<file path="src/tcfs_pkg.sv">
// Shared types and constants of the tone, chirp and fade sequencer.
`timescale 1ns / 1ps
package tcfs_pkg;

  // Command kinds. Any code that is neither silence nor chirp plays as a tone.
  localparam logic [1:0] REQ_TONE    = 2'd0;
  localparam logic [1:0] REQ_SILENCE = 2'd1;
  localparam logic [1:0] REQ_CHIRP   = 2'd2;

  // Configuration register indexes.
  localparam int unsigned CFG_IDX_W = 1;
  localparam logic [CFG_IDX_W-1:0] CFG_MASTER_VOLUME = 1'd0;
  localparam logic [CFG_IDX_W-1:0] CFG_MUTE_ON       = 1'd1;
  localparam int unsigned CFG_DATA_W = 7;

  // Reciprocal constants for division by a constant.
  localparam int unsigned SHIFT_100 = 19;
  localparam logic [24:0] RECIP_100 = 25'd5243;
  localparam int unsigned DIV_K     = 24;
  localparam logic [24:0] RECIP_10  = 25'd1677722;

  localparam logic [6:0] PCT_MAX = 7'd100;

  // One datapath operation per cycle while the segment parameters are worked out.
  typedef enum logic [3:0] {
    OP_NOP,
    OP_LOAD,
    OP_VM,
    OP_VM_DIV,
    OP_MUL255,
    OP_DUTY_DIV,
    OP_HOLD,
    OP_DIFF,
    OP_STEADY,
    OP_PREP
  } dp_op_t;

  // Kind of segment to load into the output register.
  typedef enum logic [2:0] {
    SEG_NONE,
    SEG_SILENCE,
    SEG_CHIRP,
    SEG_STEADY,
    SEG_FADE,
    SEG_OFF
  } seg_sel_t;

  typedef struct packed {
    dp_op_t   op;
    seg_sel_t seg;
  } dp_cmd_t;

  typedef struct packed {
    logic       out_free;
    logic [1:0] req_type;
    logic       fade_on;
    logic       fade_live;
  } dp_status_t;

endpackage

</file>
<file path="src/tcfs_if.sv">
// Handshake channel interfaces for commands, segments and configuration writes.
`timescale 1ns / 1ps
interface tcfs_cmd_if;
  logic        valid;
  logic        ready;
  logic [1:0]  req_type;
  logic [15:0] start_freq;
  logic [15:0] end_freq;
  logic [15:0] duration_ms;
  logic [7:0]  volume;
  logic        fade_on;

  modport source (output valid, req_type, start_freq, end_freq, duration_ms, volume, fade_on,
                  input ready);
  modport sink (input valid, req_type, start_freq, end_freq, duration_ms, volume, fade_on,
                output ready);
endinterface

interface tcfs_seg_if;
  logic        valid;
  logic        ready;
  logic [15:0] tone_freq;
  logic [7:0]  duty;
  logic [15:0] hold_ms;
  logic        last;

  modport source (output valid, tone_freq, duty, hold_ms, last, input ready);
  modport sink (input valid, tone_freq, duty, hold_ms, last, output ready);
endinterface

interface tcfs_cfg_if;
  logic       valid;
  logic       ready;
  logic [0:0] reg_index;
  logic [6:0] wdata;

  modport source (output valid, reg_index, wdata, input ready);
  modport sink (input valid, reg_index, wdata, output ready);
endinterface

</file>
<file path="src/tcfs_dp.sv">
// Datapath: configuration registers, shared multiplier, segment registers and output register.
`timescale 1ns / 1ps
module tcfs_dp #(
  parameter int unsigned CHIRP_STEPS = 20
) (
  input  logic                clk,
  input  logic                rst,
  input  tcfs_pkg::dp_cmd_t   cmd,
  output tcfs_pkg::dp_status_t status,
  input  logic [1:0]          in_req_type,
  input  logic [15:0]         in_start_freq,
  input  logic [15:0]         in_end_freq,
  input  logic [15:0]         in_duration_ms,
  input  logic [7:0]          in_volume,
  input  logic                in_fade_on,
  tcfs_cfg_if.sink            cfg,
  tcfs_seg_if.source          seg
);
  import tcfs_pkg::*;

  localparam logic [24:0] RECIP_N = 25'((2**DIV_K + CHIRP_STEPS - 1) / CHIRP_STEPS);

  // Configuration.
  logic [6:0] master_volume;
  logic       mute_on;

  // Latched command.
  logic [1:0]  req_type;
  logic [15:0] f0;
  logic [15:0] f1;
  logic [15:0] dur;
  logic [7:0]  vol;
  logic        fade;

  // Worked-out segment parameters.
  logic [43:0] mul_q;
  logic [7:0]  duty_r;
  logic [15:0] hold_r;
  logic [15:0] df_r;
  logic [15:0] steady_r;
  logic [12:0] fhold_r;
  logic [15:0] freq_r;
  logic [7:0]  v_r;

  logic [18:0] mul_a;
  logic [24:0] mul_b;
  logic [6:0]  vol_c;
  logic [6:0]  mv_c;
  logic [16:0] diff;
  logic [15:0] diff_mag;
  logic [18:0] dur7;
  logic [15:0] rest;
  logic [7:0]  fstep;
  logic        out_free;

  assign cfg.ready = 1'b1;

  assign vol_c    = (vol > 8'(PCT_MAX)) ? PCT_MAX : vol[6:0];
  assign mv_c     = (master_volume > PCT_MAX) ? PCT_MAX : master_volume;
  assign diff     = {1'b0, f1} - {1'b0, f0};
  assign diff_mag = diff[16] ? 16'(-diff) : diff[15:0];
  assign dur7     = {dur, 3'b000} - {3'b000, dur};
  assign rest     = dur - mul_q[DIV_K +: 16];
  assign fstep    = (duty_r[7:3] == 5'd0) ? 8'd1 : {3'b000, duty_r[7:3]};
  assign out_free = !seg.valid || seg.ready;

  always_comb begin
    mul_a = '0;
    mul_b = '0;
    case (cmd.op)
      OP_VM: begin
        mul_a = {12'd0, vol_c};
        mul_b = {18'd0, mv_c};
      end
      OP_VM_DIV: begin
        mul_a = {5'd0, mul_q[13:0]};
        mul_b = RECIP_100;
      end
      OP_MUL255: begin
        mul_a = {12'd0, mul_q[SHIFT_100 +: 7]};
        mul_b = 25'd255;
      end
      OP_DUTY_DIV: begin
        mul_a = {4'd0, mul_q[14:0]};
        mul_b = RECIP_100;
      end
      OP_HOLD: begin
        mul_a = {3'd0, dur};
        mul_b = RECIP_N;
      end
      OP_DIFF: begin
        mul_a = {3'd0, diff_mag};
        mul_b = RECIP_N;
      end
      OP_STEADY: begin
        mul_a = dur7;
        mul_b = RECIP_10;
      end
      default: begin
        mul_a = '0;
        mul_b = '0;
      end
    endcase
  end

  always_ff @(posedge clk) begin
    if (rst) begin
      master_volume <= 7'd70;
      mute_on       <= 1'b0;
    end else if (cfg.valid) begin
      if (cfg.reg_index == CFG_MASTER_VOLUME) begin
        master_volume <= cfg.wdata;
      end else begin
        mute_on <= cfg.wdata[0];
      end
    end
  end

  always_ff @(posedge clk) begin
    mul_q <= 44'(mul_a * mul_b);
    case (cmd.op)
      OP_LOAD: begin
        req_type <= in_req_type;
        f0       <= in_start_freq;
        f1       <= in_end_freq;
        dur      <= in_duration_ms;
        vol      <= in_volume;
        fade     <= in_fade_on;
      end
      OP_HOLD: begin
        duty_r <= mute_on ? 8'd0 : mul_q[SHIFT_100 +: 8];
      end
      OP_DIFF: begin
        hold_r <= mul_q[DIV_K +: 16];
        v_r    <= duty_r;
        freq_r <= f0;
      end
      OP_STEADY: begin
        df_r <= diff[16] ? 16'(-mul_q[DIV_K +: 16]) : mul_q[DIV_K +: 16];
      end
      OP_PREP: begin
        steady_r <= mul_q[DIV_K +: 16];
        fhold_r  <= rest[15:3];
      end
      default: begin
      end
    endcase
    if (cmd.seg == SEG_CHIRP) begin
      freq_r <= freq_r + df_r;
    end
    if (cmd.seg == SEG_FADE) begin
      v_r <= (v_r <= fstep) ? 8'd0 : v_r - fstep;
    end
  end

  // Output register: loads a segment when commanded, which happens only while it is free.
  always_ff @(posedge clk) begin
    if (rst) begin
      seg.valid <= 1'b0;
    end else if (cmd.seg != SEG_NONE) begin
      seg.valid <= 1'b1;
    end else if (seg.ready) begin
      seg.valid <= 1'b0;
    end
  end

  always_ff @(posedge clk) begin
    case (cmd.seg)
      SEG_SILENCE: begin
        seg.tone_freq <= 16'd0;
        seg.duty      <= 8'd0;
        seg.hold_ms   <= dur;
        seg.last      <= 1'b1;
      end
      SEG_CHIRP: begin
        seg.tone_freq <= freq_r;
        seg.duty      <= duty_r;
        seg.hold_ms   <= hold_r;
        seg.last      <= 1'b0;
      end
      SEG_STEADY: begin
        seg.tone_freq <= f0;
        seg.duty      <= duty_r;
        seg.hold_ms   <= fade ? steady_r : dur;
        seg.last      <= 1'b0;
      end
      SEG_FADE: begin
        seg.tone_freq <= f0;
        seg.duty      <= v_r;
        seg.hold_ms   <= {3'd0, fhold_r};
        seg.last      <= 1'b0;
      end
      SEG_OFF: begin
        seg.tone_freq <= 16'd0;
        seg.duty      <= 8'd0;
        seg.hold_ms   <= 16'd0;
        seg.last      <= 1'b1;
      end
      default: begin
      end
    endcase
  end

  assign status.out_free  = out_free;
  assign status.req_type  = req_type;
  assign status.fade_on   = fade;
  assign status.fade_live = (v_r != 8'd0);

  // A segment is only loaded into a free output register.
  a_load_when_free: assert property (@(posedge clk) disable iff (rst)
    cmd.seg != SEG_NONE |-> out_free)
    else $error("segment loaded over an untaken result");

  // Each fade step lowers the duty strictly.
  a_fade_falls: assert property (@(posedge clk) disable iff (rst)
    cmd.seg == SEG_FADE |=> v_r < $past(v_r))
    else $error("fade duty did not fall");

endmodule

</file>
<file path="src/tcfs_ctrl.sv">
// Controller: sequences the arithmetic steps and the segment emission of one command.
`timescale 1ns / 1ps
module tcfs_ctrl #(
  parameter int unsigned CHIRP_STEPS = 20
) (
  input  logic                 clk,
  input  logic                 rst,
  input  logic                 in_valid,
  output logic                 in_ready,
  input  tcfs_pkg::dp_status_t status,
  output tcfs_pkg::dp_cmd_t    cmd
);
  import tcfs_pkg::*;

  localparam int unsigned CNT_W = $clog2(CHIRP_STEPS);

  typedef enum logic [3:0] {
    S_IDLE,
    S_VM,
    S_VM_DIV,
    S_MUL255,
    S_DUTY_DIV,
    S_HOLD,
    S_DIFF,
    S_STEADY,
    S_PREP,
    S_MAIN,
    S_CHIRP,
    S_FADE,
    S_OFF
  } state_t;

  state_t           state;
  state_t           state_next;
  logic [CNT_W-1:0] cnt;
  logic [CNT_W-1:0] cnt_next;
  logic             cnt_end;

  assign cnt_end  = (cnt == CNT_W'(CHIRP_STEPS - 1));
  assign in_ready = (state == S_IDLE);

  always_comb begin
    state_next = state;
    cnt_next   = cnt;
    cmd.op     = OP_NOP;
    cmd.seg    = SEG_NONE;
    unique case (state)
      S_IDLE: begin
        if (in_valid) begin
          cmd.op     = OP_LOAD;
          state_next = S_VM;
        end
      end
      S_VM: begin
        cmd.op     = OP_VM;
        state_next = S_VM_DIV;
      end
      S_VM_DIV: begin
        cmd.op     = OP_VM_DIV;
        state_next = S_MUL255;
      end
      S_MUL255: begin
        cmd.op     = OP_MUL255;
        state_next = S_DUTY_DIV;
      end
      S_DUTY_DIV: begin
        cmd.op     = OP_DUTY_DIV;
        state_next = S_HOLD;
      end
      S_HOLD: begin
        cmd.op     = OP_HOLD;
        state_next = S_DIFF;
      end
      S_DIFF: begin
        cmd.op     = OP_DIFF;
        state_next = S_STEADY;
      end
      S_STEADY: begin
        cmd.op     = OP_STEADY;
        state_next = S_PREP;
      end
      S_PREP: begin
        cmd.op     = OP_PREP;
        state_next = S_MAIN;
      end
      S_MAIN: begin
        if (status.req_type == REQ_CHIRP) begin
          cnt_next   = '0;
          state_next = S_CHIRP;
        end else if (status.out_free) begin
          if (status.req_type == REQ_SILENCE) begin
            cmd.seg    = SEG_SILENCE;
            state_next = S_IDLE;
          end else begin
            cmd.seg    = SEG_STEADY;
            state_next = status.fade_on ? S_FADE : S_OFF;
          end
        end
      end
      S_CHIRP: begin
        if (status.out_free) begin
          cmd.seg  = SEG_CHIRP;
          cnt_next = cnt + CNT_W'(1);
          if (cnt_end) begin
            state_next = S_OFF;
          end
        end
      end
      S_FADE: begin
        if (!status.fade_live) begin
          state_next = S_OFF;
        end else if (status.out_free) begin
          cmd.seg = SEG_FADE;
        end
      end
      S_OFF: begin
        if (status.out_free) begin
          cmd.seg    = SEG_OFF;
          state_next = S_IDLE;
        end
      end
      default: begin
        state_next = S_IDLE;
      end
    endcase
  end

  always_ff @(posedge clk) begin
    if (rst) begin
      state <= S_IDLE;
      cnt   <= '0;
    end else begin
      state <= state_next;
      cnt   <= cnt_next;
    end
  end

  // No segment is emitted while a new command can be taken.
  a_idle_quiet: assert property (@(posedge clk) disable iff (rst)
    state == S_IDLE |-> cmd.seg == SEG_NONE)
    else $error("segment emitted while idle");

  // The final chirp step is followed by the off segment.
  a_chirp_to_off: assert property (@(posedge clk) disable iff (rst)
    (state == S_CHIRP && cmd.seg == SEG_CHIRP && cnt_end) |=> state == S_OFF)
    else $error("chirp did not end with the off segment");

endmodule

</file>
<file path="src/tone_chirp_fade_sequencer_top.sv">
// Top level of the tone, chirp and fade buzzer segment sequencer.
`timescale 1ns / 1ps
// Each transfer on cmd is one sound command, and it comes out on seg as an ordered run
// of buzzer segments (frequency, eight-bit duty, hold time in milliseconds) whose final
// segment carries last. Silence gives one segment, a chirp gives CHIRP_STEPS steps and an
// off segment, and a tone gives a steady segment, an optional stepped fade-out of up to fifteen
// segments, and an off segment. After a command is taken, the datapath works out duty, step
// hold, chirp step and fade hold on its single shared multiplier, one multiplication per cycle.
// Segments then leave at most one per cycle while seg is ready. The output register lets a new
// command be taken while the last segment of the previous one still waits. Writes on cfg
// are always taken; they are expected only while no command is in progress.
module tone_chirp_fade_sequencer_top #(
  parameter int unsigned CHIRP_STEPS = 20
) (
  input logic       clk,
  input logic       rst,
  tcfs_cmd_if.sink  cmd,
  tcfs_seg_if.source seg,
  tcfs_cfg_if.sink  cfg
);
  import tcfs_pkg::*;

  dp_cmd_t    dp_cmd;
  dp_status_t dp_status;

  tcfs_ctrl #(
    .CHIRP_STEPS(CHIRP_STEPS)
  ) u_ctrl (
    .clk      (clk),
    .rst      (rst),
    .in_valid (cmd.valid),
    .in_ready (cmd.ready),
    .status   (dp_status),
    .cmd      (dp_cmd)
  );

  tcfs_dp #(
    .CHIRP_STEPS(CHIRP_STEPS)
  ) u_dp (
    .clk            (clk),
    .rst            (rst),
    .cmd            (dp_cmd),
    .status         (dp_status),
    .in_req_type    (cmd.req_type),
    .in_start_freq  (cmd.start_freq),
    .in_end_freq    (cmd.end_freq),
    .in_duration_ms (cmd.duration_ms),
    .in_volume      (cmd.volume),
    .in_fade_on     (cmd.fade_on),
    .cfg            (cfg),
    .seg            (seg)
  );

endmodule

</file>
<file path="src/flat_wrapper.sv">
// flat-port wrapper written by rule: the top's interface ports become plain ports
module tone_chirp_fade_sequencer_top_flat import tcfs_pkg::*;
#(
  parameter int unsigned CHIRP_STEPS = 20
)
  (clk, rst, cmd_valid, cmd_req_type, cmd_start_freq, cmd_end_freq, cmd_duration_ms, cmd_volume, cmd_fade_on, cmd_ready, seg_valid, seg_tone_freq, seg_duty, seg_hold_ms, seg_last, seg_ready, cfg_valid, cfg_reg_index, cfg_wdata, cfg_ready);
  tcfs_cmd_if cmd_i ();
  tcfs_seg_if seg_i ();
  tcfs_cfg_if cfg_i ();
  input logic clk;
  input logic rst;
  input wire logic [$bits(cmd_i.valid)-1:0] cmd_valid;
  input wire logic [$bits(cmd_i.req_type)-1:0] cmd_req_type;
  input wire logic [$bits(cmd_i.start_freq)-1:0] cmd_start_freq;
  input wire logic [$bits(cmd_i.end_freq)-1:0] cmd_end_freq;
  input wire logic [$bits(cmd_i.duration_ms)-1:0] cmd_duration_ms;
  input wire logic [$bits(cmd_i.volume)-1:0] cmd_volume;
  input wire logic [$bits(cmd_i.fade_on)-1:0] cmd_fade_on;
  output wire logic [$bits(cmd_i.ready)-1:0] cmd_ready;
  output wire logic [$bits(seg_i.valid)-1:0] seg_valid;
  output wire logic [$bits(seg_i.tone_freq)-1:0] seg_tone_freq;
  output wire logic [$bits(seg_i.duty)-1:0] seg_duty;
  output wire logic [$bits(seg_i.hold_ms)-1:0] seg_hold_ms;
  output wire logic [$bits(seg_i.last)-1:0] seg_last;
  input wire logic [$bits(seg_i.ready)-1:0] seg_ready;
  input wire logic [$bits(cfg_i.valid)-1:0] cfg_valid;
  input wire logic [$bits(cfg_i.reg_index)-1:0] cfg_reg_index;
  input wire logic [$bits(cfg_i.wdata)-1:0] cfg_wdata;
  output wire logic [$bits(cfg_i.ready)-1:0] cfg_ready;
  assign cmd_i.valid = cmd_valid;
  assign cmd_i.req_type = cmd_req_type;
  assign cmd_i.start_freq = cmd_start_freq;
  assign cmd_i.end_freq = cmd_end_freq;
  assign cmd_i.duration_ms = cmd_duration_ms;
  assign cmd_i.volume = cmd_volume;
  assign cmd_i.fade_on = cmd_fade_on;
  assign cmd_ready = cmd_i.ready;
  assign seg_valid = seg_i.valid;
  assign seg_tone_freq = seg_i.tone_freq;
  assign seg_duty = seg_i.duty;
  assign seg_hold_ms = seg_i.hold_ms;
  assign seg_last = seg_i.last;
  assign seg_i.ready = seg_ready;
  assign cfg_i.valid = cfg_valid;
  assign cfg_i.reg_index = cfg_reg_index;
  assign cfg_i.wdata = cfg_wdata;
  assign cfg_ready = cfg_i.ready;
  tone_chirp_fade_sequencer_top #(.CHIRP_STEPS(CHIRP_STEPS)) u_core (.clk(clk), .rst(rst), .cmd(cmd_i), .seg(seg_i), .cfg(cfg_i));
endmodule
</file>
<file path="config.mk">
export PLATFORM = sky130hd
export DESIGN_NAME = tone_chirp_fade_sequencer_top_flat
export DESIGN_NICKNAME = d
export VERILOG_FILES = /design/src/tcfs_pkg.sv /design/src/tcfs_if.sv /design/src/tcfs_dp.sv /design/src/tcfs_ctrl.sv /design/src/tone_chirp_fade_sequencer_top.sv /design/src/flat_wrapper.sv
export SDC_FILE = /design/constraint.sdc
export NUM_CORES = 1
export LEC_CHECK = 0
export BUFFER_PORTS_ARGS = -buffer_cell sky130_fd_sc_hd__buf_4
export CORE_MARGIN = 2
export CORE_UTILIZATION = 50
export CTS_CLUSTER_SIZE = 10
export DETAILED_ROUTE_END_ITERATION = 10
export HOLD_SLACK_MARGIN = 0.06
export PLACE_DENSITY = 0.75
export SLEW_MARGIN = 30
export SYNTH_ARGS = -nofsm -noshare
export SYNTH_HDL_FRONTEND = slang
export SYNTH_SLANG_ARGS = --single-unit
</file>
<file path="constraint.sdc">
create_clock -name clk -period 25.9 [get_ports clk]
set_clock_uncertainty 0.2 [all_clocks]
set_input_delay 0 -clock clk [delete_from_list [all_inputs] [get_ports clk]]
set_output_delay 0 -clock clk [all_outputs]
set_load 0.05 [all_outputs]
</file>
Word level (Yosys, flattened, before mapping) --
Index checks and enable logic that the tools add are counted.
Operators by class: add/sub/neg operators 8, multipliers 1, reduce and logical (&&, ||, !) cells 24, bitwise gates (word level) 1, multiplexer cells 42, $lt $le $gt $ge 3, equal/unequal tests 36
Operators by type and width (count):
- $pmux W19 S7 | 1
- $pmux W21 S5 | 1
- $mux W16 | 5
- $pmux W16 S5 | 1
- $pmux W4 S13 | 1
- $pmux W16 S3 | 1
- $mul A19 B21 Y40 | 1
- $pmux W4 S9 | 1
- $eq A4 B3 Y1 const B | 8
- $mux W4 | 8
- $neg A16 Y16 | 2
- $eq A4 B4 Y1 const B | 7
- $mux W8 | 3
- $pmux W8 S3 | 1
- $sub A19 B16 Y19 | 1
- $sub A16 B16 Y17 | 1
- $add A16 B16 Y16 | 1
- $eq A4 B2 Y1 const B | 4
- $sub A16 B16 Y16 | 1
- $mux W5 | 3
- $mux W7 | 2
- $mux W3 | 4
- $ne A2 B2 Y1 const B | 6
- $pmux W3 S4 | 1
- other kinds (31) | 50
Word-level totals: word-level logic and storage cells 138, input port bits 72, output and inout bits 44, register bits 251

Logic depth before layout (Yosys ltp) --
depth after elaboration 8, gate-level depth with buffers 37, gate-level depth less buffers 35

Modules after synthesis --
Synthesis repeated with hierarchy kept, for this count alone.
Unflattened totals: cell total of the unflattened synthesis 2490, area total of the unflattened synthesis 24476.0 µm²
Modules (own cells, without submodules):
- tcfs_dp | instances 1, seq. area each 6696.4 µm², area an instance 23722.8 µm², cells an instance 2393
- tcfs_ctrl | instances 1, seq. area each 180.2 µm², area an instance 753.2 µm², cells an instance 97

Worst setup path before layout --
OpenSTA, ideal clock, no wires.
kind flip-flop to flip-flop, from register u_core.u_dp.f1[0], to register u_core.u_dp.mul_q[37], slack 17.193 ns, data arrival time 8.435 ns, stages on the path, launching flop included 36, clock period less this slack 8.707 ns, setup time 0.072 ns, path buffers 2, required time 25.628 ns, path through edfxtp_1 inv_1 ha_1 inv_1 fa_1 a21o_2 a311oi_2 o21ai_0 a41oi_1 o21a_1 buf_2 o21ai_0 xnor2_1 a21oi_1 clkbuf_1 nor2_1 fa_1 fa_1 inv_1 fa_1 fa_1 inv_1 ha_1 inv_1 fa_1 inv_1 ha_1 or3_1 or2_2 o21bai_1 a211oi_1 o21ai_0 nor4b_1 nor3_1 o41ai_1 xnor2_1
Between the ends: longest elaborated chain between the ends 5
RTL lines:
- start, declared | RTL line tcfs_dp.sv:30 | logic [15:0] f1;
- start signal, assigned | RTL line tcfs_dp.sv:125 | f1 <= in_end_freq;
- $sub A16 B16 Y17 (*) | RTL line tcfs_dp.sv:60 | assign diff = {1'b0, f1} - {1'b0, f0};
- $neg A16 Y16 | RTL line tcfs_dp.sv:61 | assign diff_mag = diff[16] ? 16'(-diff) : diff[15:0];
- $mux W16 (*) | RTL line tcfs_dp.sv:61
- $pmux W19 S7 (*) | RTL line tcfs_dp.sv:70 | case (cmd.op)
- $mul A19 B21 Y40 (*) | RTL line tcfs_dp.sv:120 | mul_q <= 44'(mul_a * mul_b);
- end signal, assigned | RTL line tcfs_dp.sv:120
- end, declared | RTL line tcfs_dp.sv:36 | logic [43:0] mul_q;
Every way passes the cells marked *; elsewhere a longest branch is shown, timed or not. A chain may end at the register's enable or synchronous reset.

Worst setup path after layout --
from register u_core.u_ctrl.state[3], to register u_core.u_dp.mul_q[37]
Between the ends: longest elaborated chain between the ends 6, elaborated cells on any way between the ends 22, classes of those cells 1 x mul; 15 x eq/ne; 3 x mux; 3 x reduce/logical
RTL lines:
- start, declared | RTL line tcfs_ctrl.sv:33 | state_t state;
- start signal, assigned | RTL line tcfs_ctrl.sv:133 | state <= state_next;
- $eq A4 B4 Y1 (tied with other cells) | RTL line tcfs_ctrl.sv:47 | unique case (state)
- $pmux W4 S9 (*) | RTL line tcfs_ctrl.sv:47
- $eq A4 B3 Y1 / $eq A4 B2 Y1 (equally long branches) | RTL line tcfs_dp.sv:70
- $reduce_or A2 Y1 (no line)
- $pmux W21 S5 | RTL line tcfs_dp.sv:70
- $mul A19 B21 Y40 (*) | RTL line tcfs_dp.sv:120
Marks and branches as above.

==> impl_metrics.toml <==
[status]
status = "finished clean"

[sta]
timing.final.hold_violations = 0
min_period_ps = 10510
hold_slack_ps = 106.6
finalWorstSetupSlack_ps = 15390
rsz_0062_raised_after_global_routing = "no"
worst_pin_slew_ps = 942.5
timing_max_transition_violations_final = 0
worst_slew_margin_rel_pct = 37.16
peak_clock_frequency_supported_by_timing_ghz = 0.09511
post-route-period-util_pct = 40.59
finalSetupTns_ps = 0
setup_violations = 0

[synth]
ys_async_sr_fraction_pct = 0
yosys_register_bits = 247
yosys-top-cells-area = "sky130_fd_sc_hd__edfxtp_1 24%, sky130_fd_sc_hd__fa_1 22%, sky130_fd_sc_hd__ha_1 12%"
synthesis.yosys.warnings = 0
synth-edff-count = 193
synth_most_common_cell = "sky130_fd_sc_hd__inv_1"
synthCells = 2508
synthFlopType = "sky130_fd_sc_hd__edfxtp_1"
synthesis.area_um2 = 24120
synth_sequential_area_ratio_pct = 28.52
fraction_of_post_synthesis_cell_area_in_the_top_cell_type_by_area_pct = 24.03
synth.top_cells.by_count = "518 x sky130_fd_sc_hd__inv_1, 262 x sky130_fd_sc_hd__fa_1, 237 x sky130_fd_sc_hd__ha_1"
synth.lib_cells_used.distinct = 77
synthesis.area_per_instance_um2 = 9.615
synth_top_area_cell = "sky130_fd_sc_hd__edfxtp_1"

[drt]
routed_via_density = 5.665
highest-signal-layer = "met5"
routed-wl-met2_mm = 33.39
drt_pass1_iterations = 6
num_vias = 19400
wire_length_per_cell_um = 20.76
route.detailed.drc = 0
routed-wl-met3_mm = 5.763
met1Wirelength_mm = 29.06
drt_first_iter_violations = 1838
wirelength_mm = 71.08
ant_nets = 0

[hold_path]
worst_hold_startpoint = "rst"
worstHoldPathType = "in -> reg"

[layout]
final.fill_count = 3914
final_core_utilization_pct = 59.20
signed_area_change_from_the_synthesized_netlist_to_the_final_layout_pct = 16.97
layout.nets = 3355
post_route_cells_drive_above_1_share_pct = 8.158
final_cell_count_no_fill = 3424
area_of_all_placed_cells_without_fillers_um2 = 28210

[placement]
routabilityCongestion = 0.9612
portbufs = 114
dpl.hpwl_mm = 55.45
placement.cell_area_um2 = 25770
preCtsSetupSlack_ps = 15190
placed_cells_incl_taps = 3219

[power_and_ir_drop]
leakage_nw = 13.19
p_int_mw = 1.225
power_switching_share_pct = 46.11
power.share.clock_pct = 17.9
pwr_density_cell_nw_per_um2 = 80.58
switchingPower_mw = 1.048
seqPwrFrac_pct = 28.7
share_comb_of_total_power_pct = 53.4
peak_ir_drop_on_the_vdd_network_mv = 0.05707
power.total_mw = 2.273

[global_route]
global_route.overflow_total = 0
track_usage_pct = 29.02
grt_pass1_vias = 19890
largest_net_degree_at_the_start_of_global_routing = 47
antenna_found_initial = 4
grt_pass1_wl_mm = 112.1

[clock_tree]
clk_pin_slew_ps = 70
cts_tree = "built"
cts_num_sinks = 247
bufs_on_longest_clock_path = 3
cts.htree.levels = 1
cts_setup_buffers = 0
tritoncts.num_buffers = 30
clk-insertion-delay-late_ps = 600
root_buffer_cell = "sky130_fd_sc_hd__clkbuf_16"

[floorplanning]
fp-row-count = 80
die_h_um = 223.6
initial_utilization_pct = 50.61
die_area_um2 = 50000
fp.coreArea_um2 = 47650
die-width_um = 223.6
pin_count = 116

[worst_setup_path]
required_time_reported_for_the_critical_path_endpoint_ps = 26220
regToRegStartpoint = "u_core.u_ctrl.state[3]"
critical-path-slowest-cell = "sky130_fd_sc_hd__clkinv_1"
crit_start = "u_core.u_ctrl.state[3]"
critical_path.endpoint_type = "flip-flop"
worstPathMaxFanout = 22
timing.critical_path.arrival_ps = 10840
critical_path_class = "reg -> reg"
critical_path.max_stage_delay_ps = 790
critPathMostFrequentCell = "sky130_fd_sc_hd__fa_1"
startpoint_type_of_the_worst_setup_path = "flip-flop"

[flow_run]
maxCapViolations = 0
## power by group through the flow
stage	clock, mW	sequential (mW)	combinational, mW
after CTS	0.408	0.646	1.19
final	0.408	0.652	1.21
after global placement	0	0.651	1.13
after detailed placement	0	0.652	1.16
after global routing	0.425	0.658	1.33
after floorplan	0	0.659	0.789
## layout make-up
class	count	area, um2	area share [%]
multi-input cells	1700	15160	53.76
flip-flops and latches	247	6877	24.38
repair buffers	285	2510	8.898
inverters	520	1952	6.920
clock buffers	51	859.6	3.047
well taps	615	769.5	2.728
clock inverters	4	71.32	0.2528
diodes	2	5.005	0.01774
## final timing paths
| path | endpoint | slack (ps) | depth (start not counted) |
|---|---|---|---|
| max | u_core.u_dp.mul_q[37] | 15390 | 26 |
| min | u_core.u_ctrl.cnt[2] | 110 | 3 |
| max reg2reg | u_core.u_dp.mul_q[37] | 15390 | 26 |
| min reg2reg | u_core.u_ctrl.cnt[1] | 310 | 2 |
## state kept, by name, summed over array words and instances (netlist names), 13 cells and up
name	cells
u_core.u_dp.hold_r	16
u_core.u_dp.steady_r	16
u_core.u_dp.fhold_r	13
u_core.u_dp.f1	16
u_core.u_dp.f0	16
u_core.u_dp.dur	16
u_core.u_dp.seg.tone_freq	16
u_core.u_dp.freq_r	16
u_core.u_dp.seg.hold_ms	16
u_core.u_dp.mul_q	36
u_core.u_dp.df_r	16
## per-layer routing
| metal | vias to the layer above | global-route usage (%) |
|---|---|---|
| met1 | 9523 | 39.15 |
| met4 | 2 | 10.47 |
| met5 | - | 0 |
| li1 | 8823 | - |
| met2 | 869 | 48.16 |
| met3 | 179 | 3.909 |
## timing repair
item                       4_1_cts  5_1_grt
setup endpoints to repair        0        0
gates resized for setup          0        0
hold endpoints to repair        91        0
hold buffers                   148        0
## cells by family (layout without fill, tap and decap cells)
kind of cell / Yosys count / count (layout) / share of synthesized area, %
AO/OA/AOI/OAI: 454 / 454 / 12.18
adder cells (fa/ha/maj): 499 / 499 / 34.05
multiplexers: 8 / 8 / 0.3424
flip-flops: 247 / 247 / 28.52
buffers and inverters: 580 / 860 / 9.085
AND/OR/NAND/NOR: 616 / 616 / 12.10
XOR/XNOR: 102 / 102 / 3.704
other: 2 / 23 / 0.03114
## worst max-delay path: cells and delay by family, from the launching register on
family | cells | cell delay (ps)
DFF | 1 | 760
xor gates and xnor gates | 1 | 170
buffers and inverters | 5 | 1410
adders and majority gates | 7 | 3410
AOI/OAI and AO/OA | 6 | 1950
and+or+nand+nor | 7 | 2520
## cells in the final DEF, fill, tap and decap left out, types with 34 or more instances in the layout
master / instances
sky130_fd_sc_hd__nand2_1: 200
sky130_fd_sc_hd__edfxtp_1: 193
sky130_fd_sc_hd__nand2b_1: 34
sky130_fd_sc_hd__o21ai_0: 130
sky130_fd_sc_hd__nand3_1: 37
sky130_fd_sc_hd__a21o_1: 36
sky130_fd_sc_hd__ha_1: 237
sky130_fd_sc_hd__buf_4: 137
sky130_fd_sc_hd__dlygate4sd3_1: 148
sky130_fd_sc_hd__xnor2_1: 73
sky130_fd_sc_hd__nor2_1: 164
sky130_fd_sc_hd__inv_1: 518
sky130_fd_sc_hd__a21oi_1: 88
sky130_fd_sc_hd__dfxtp_1: 54
sky130_fd_sc_hd__fa_1: 262
(Power assumes the default switching activity.)
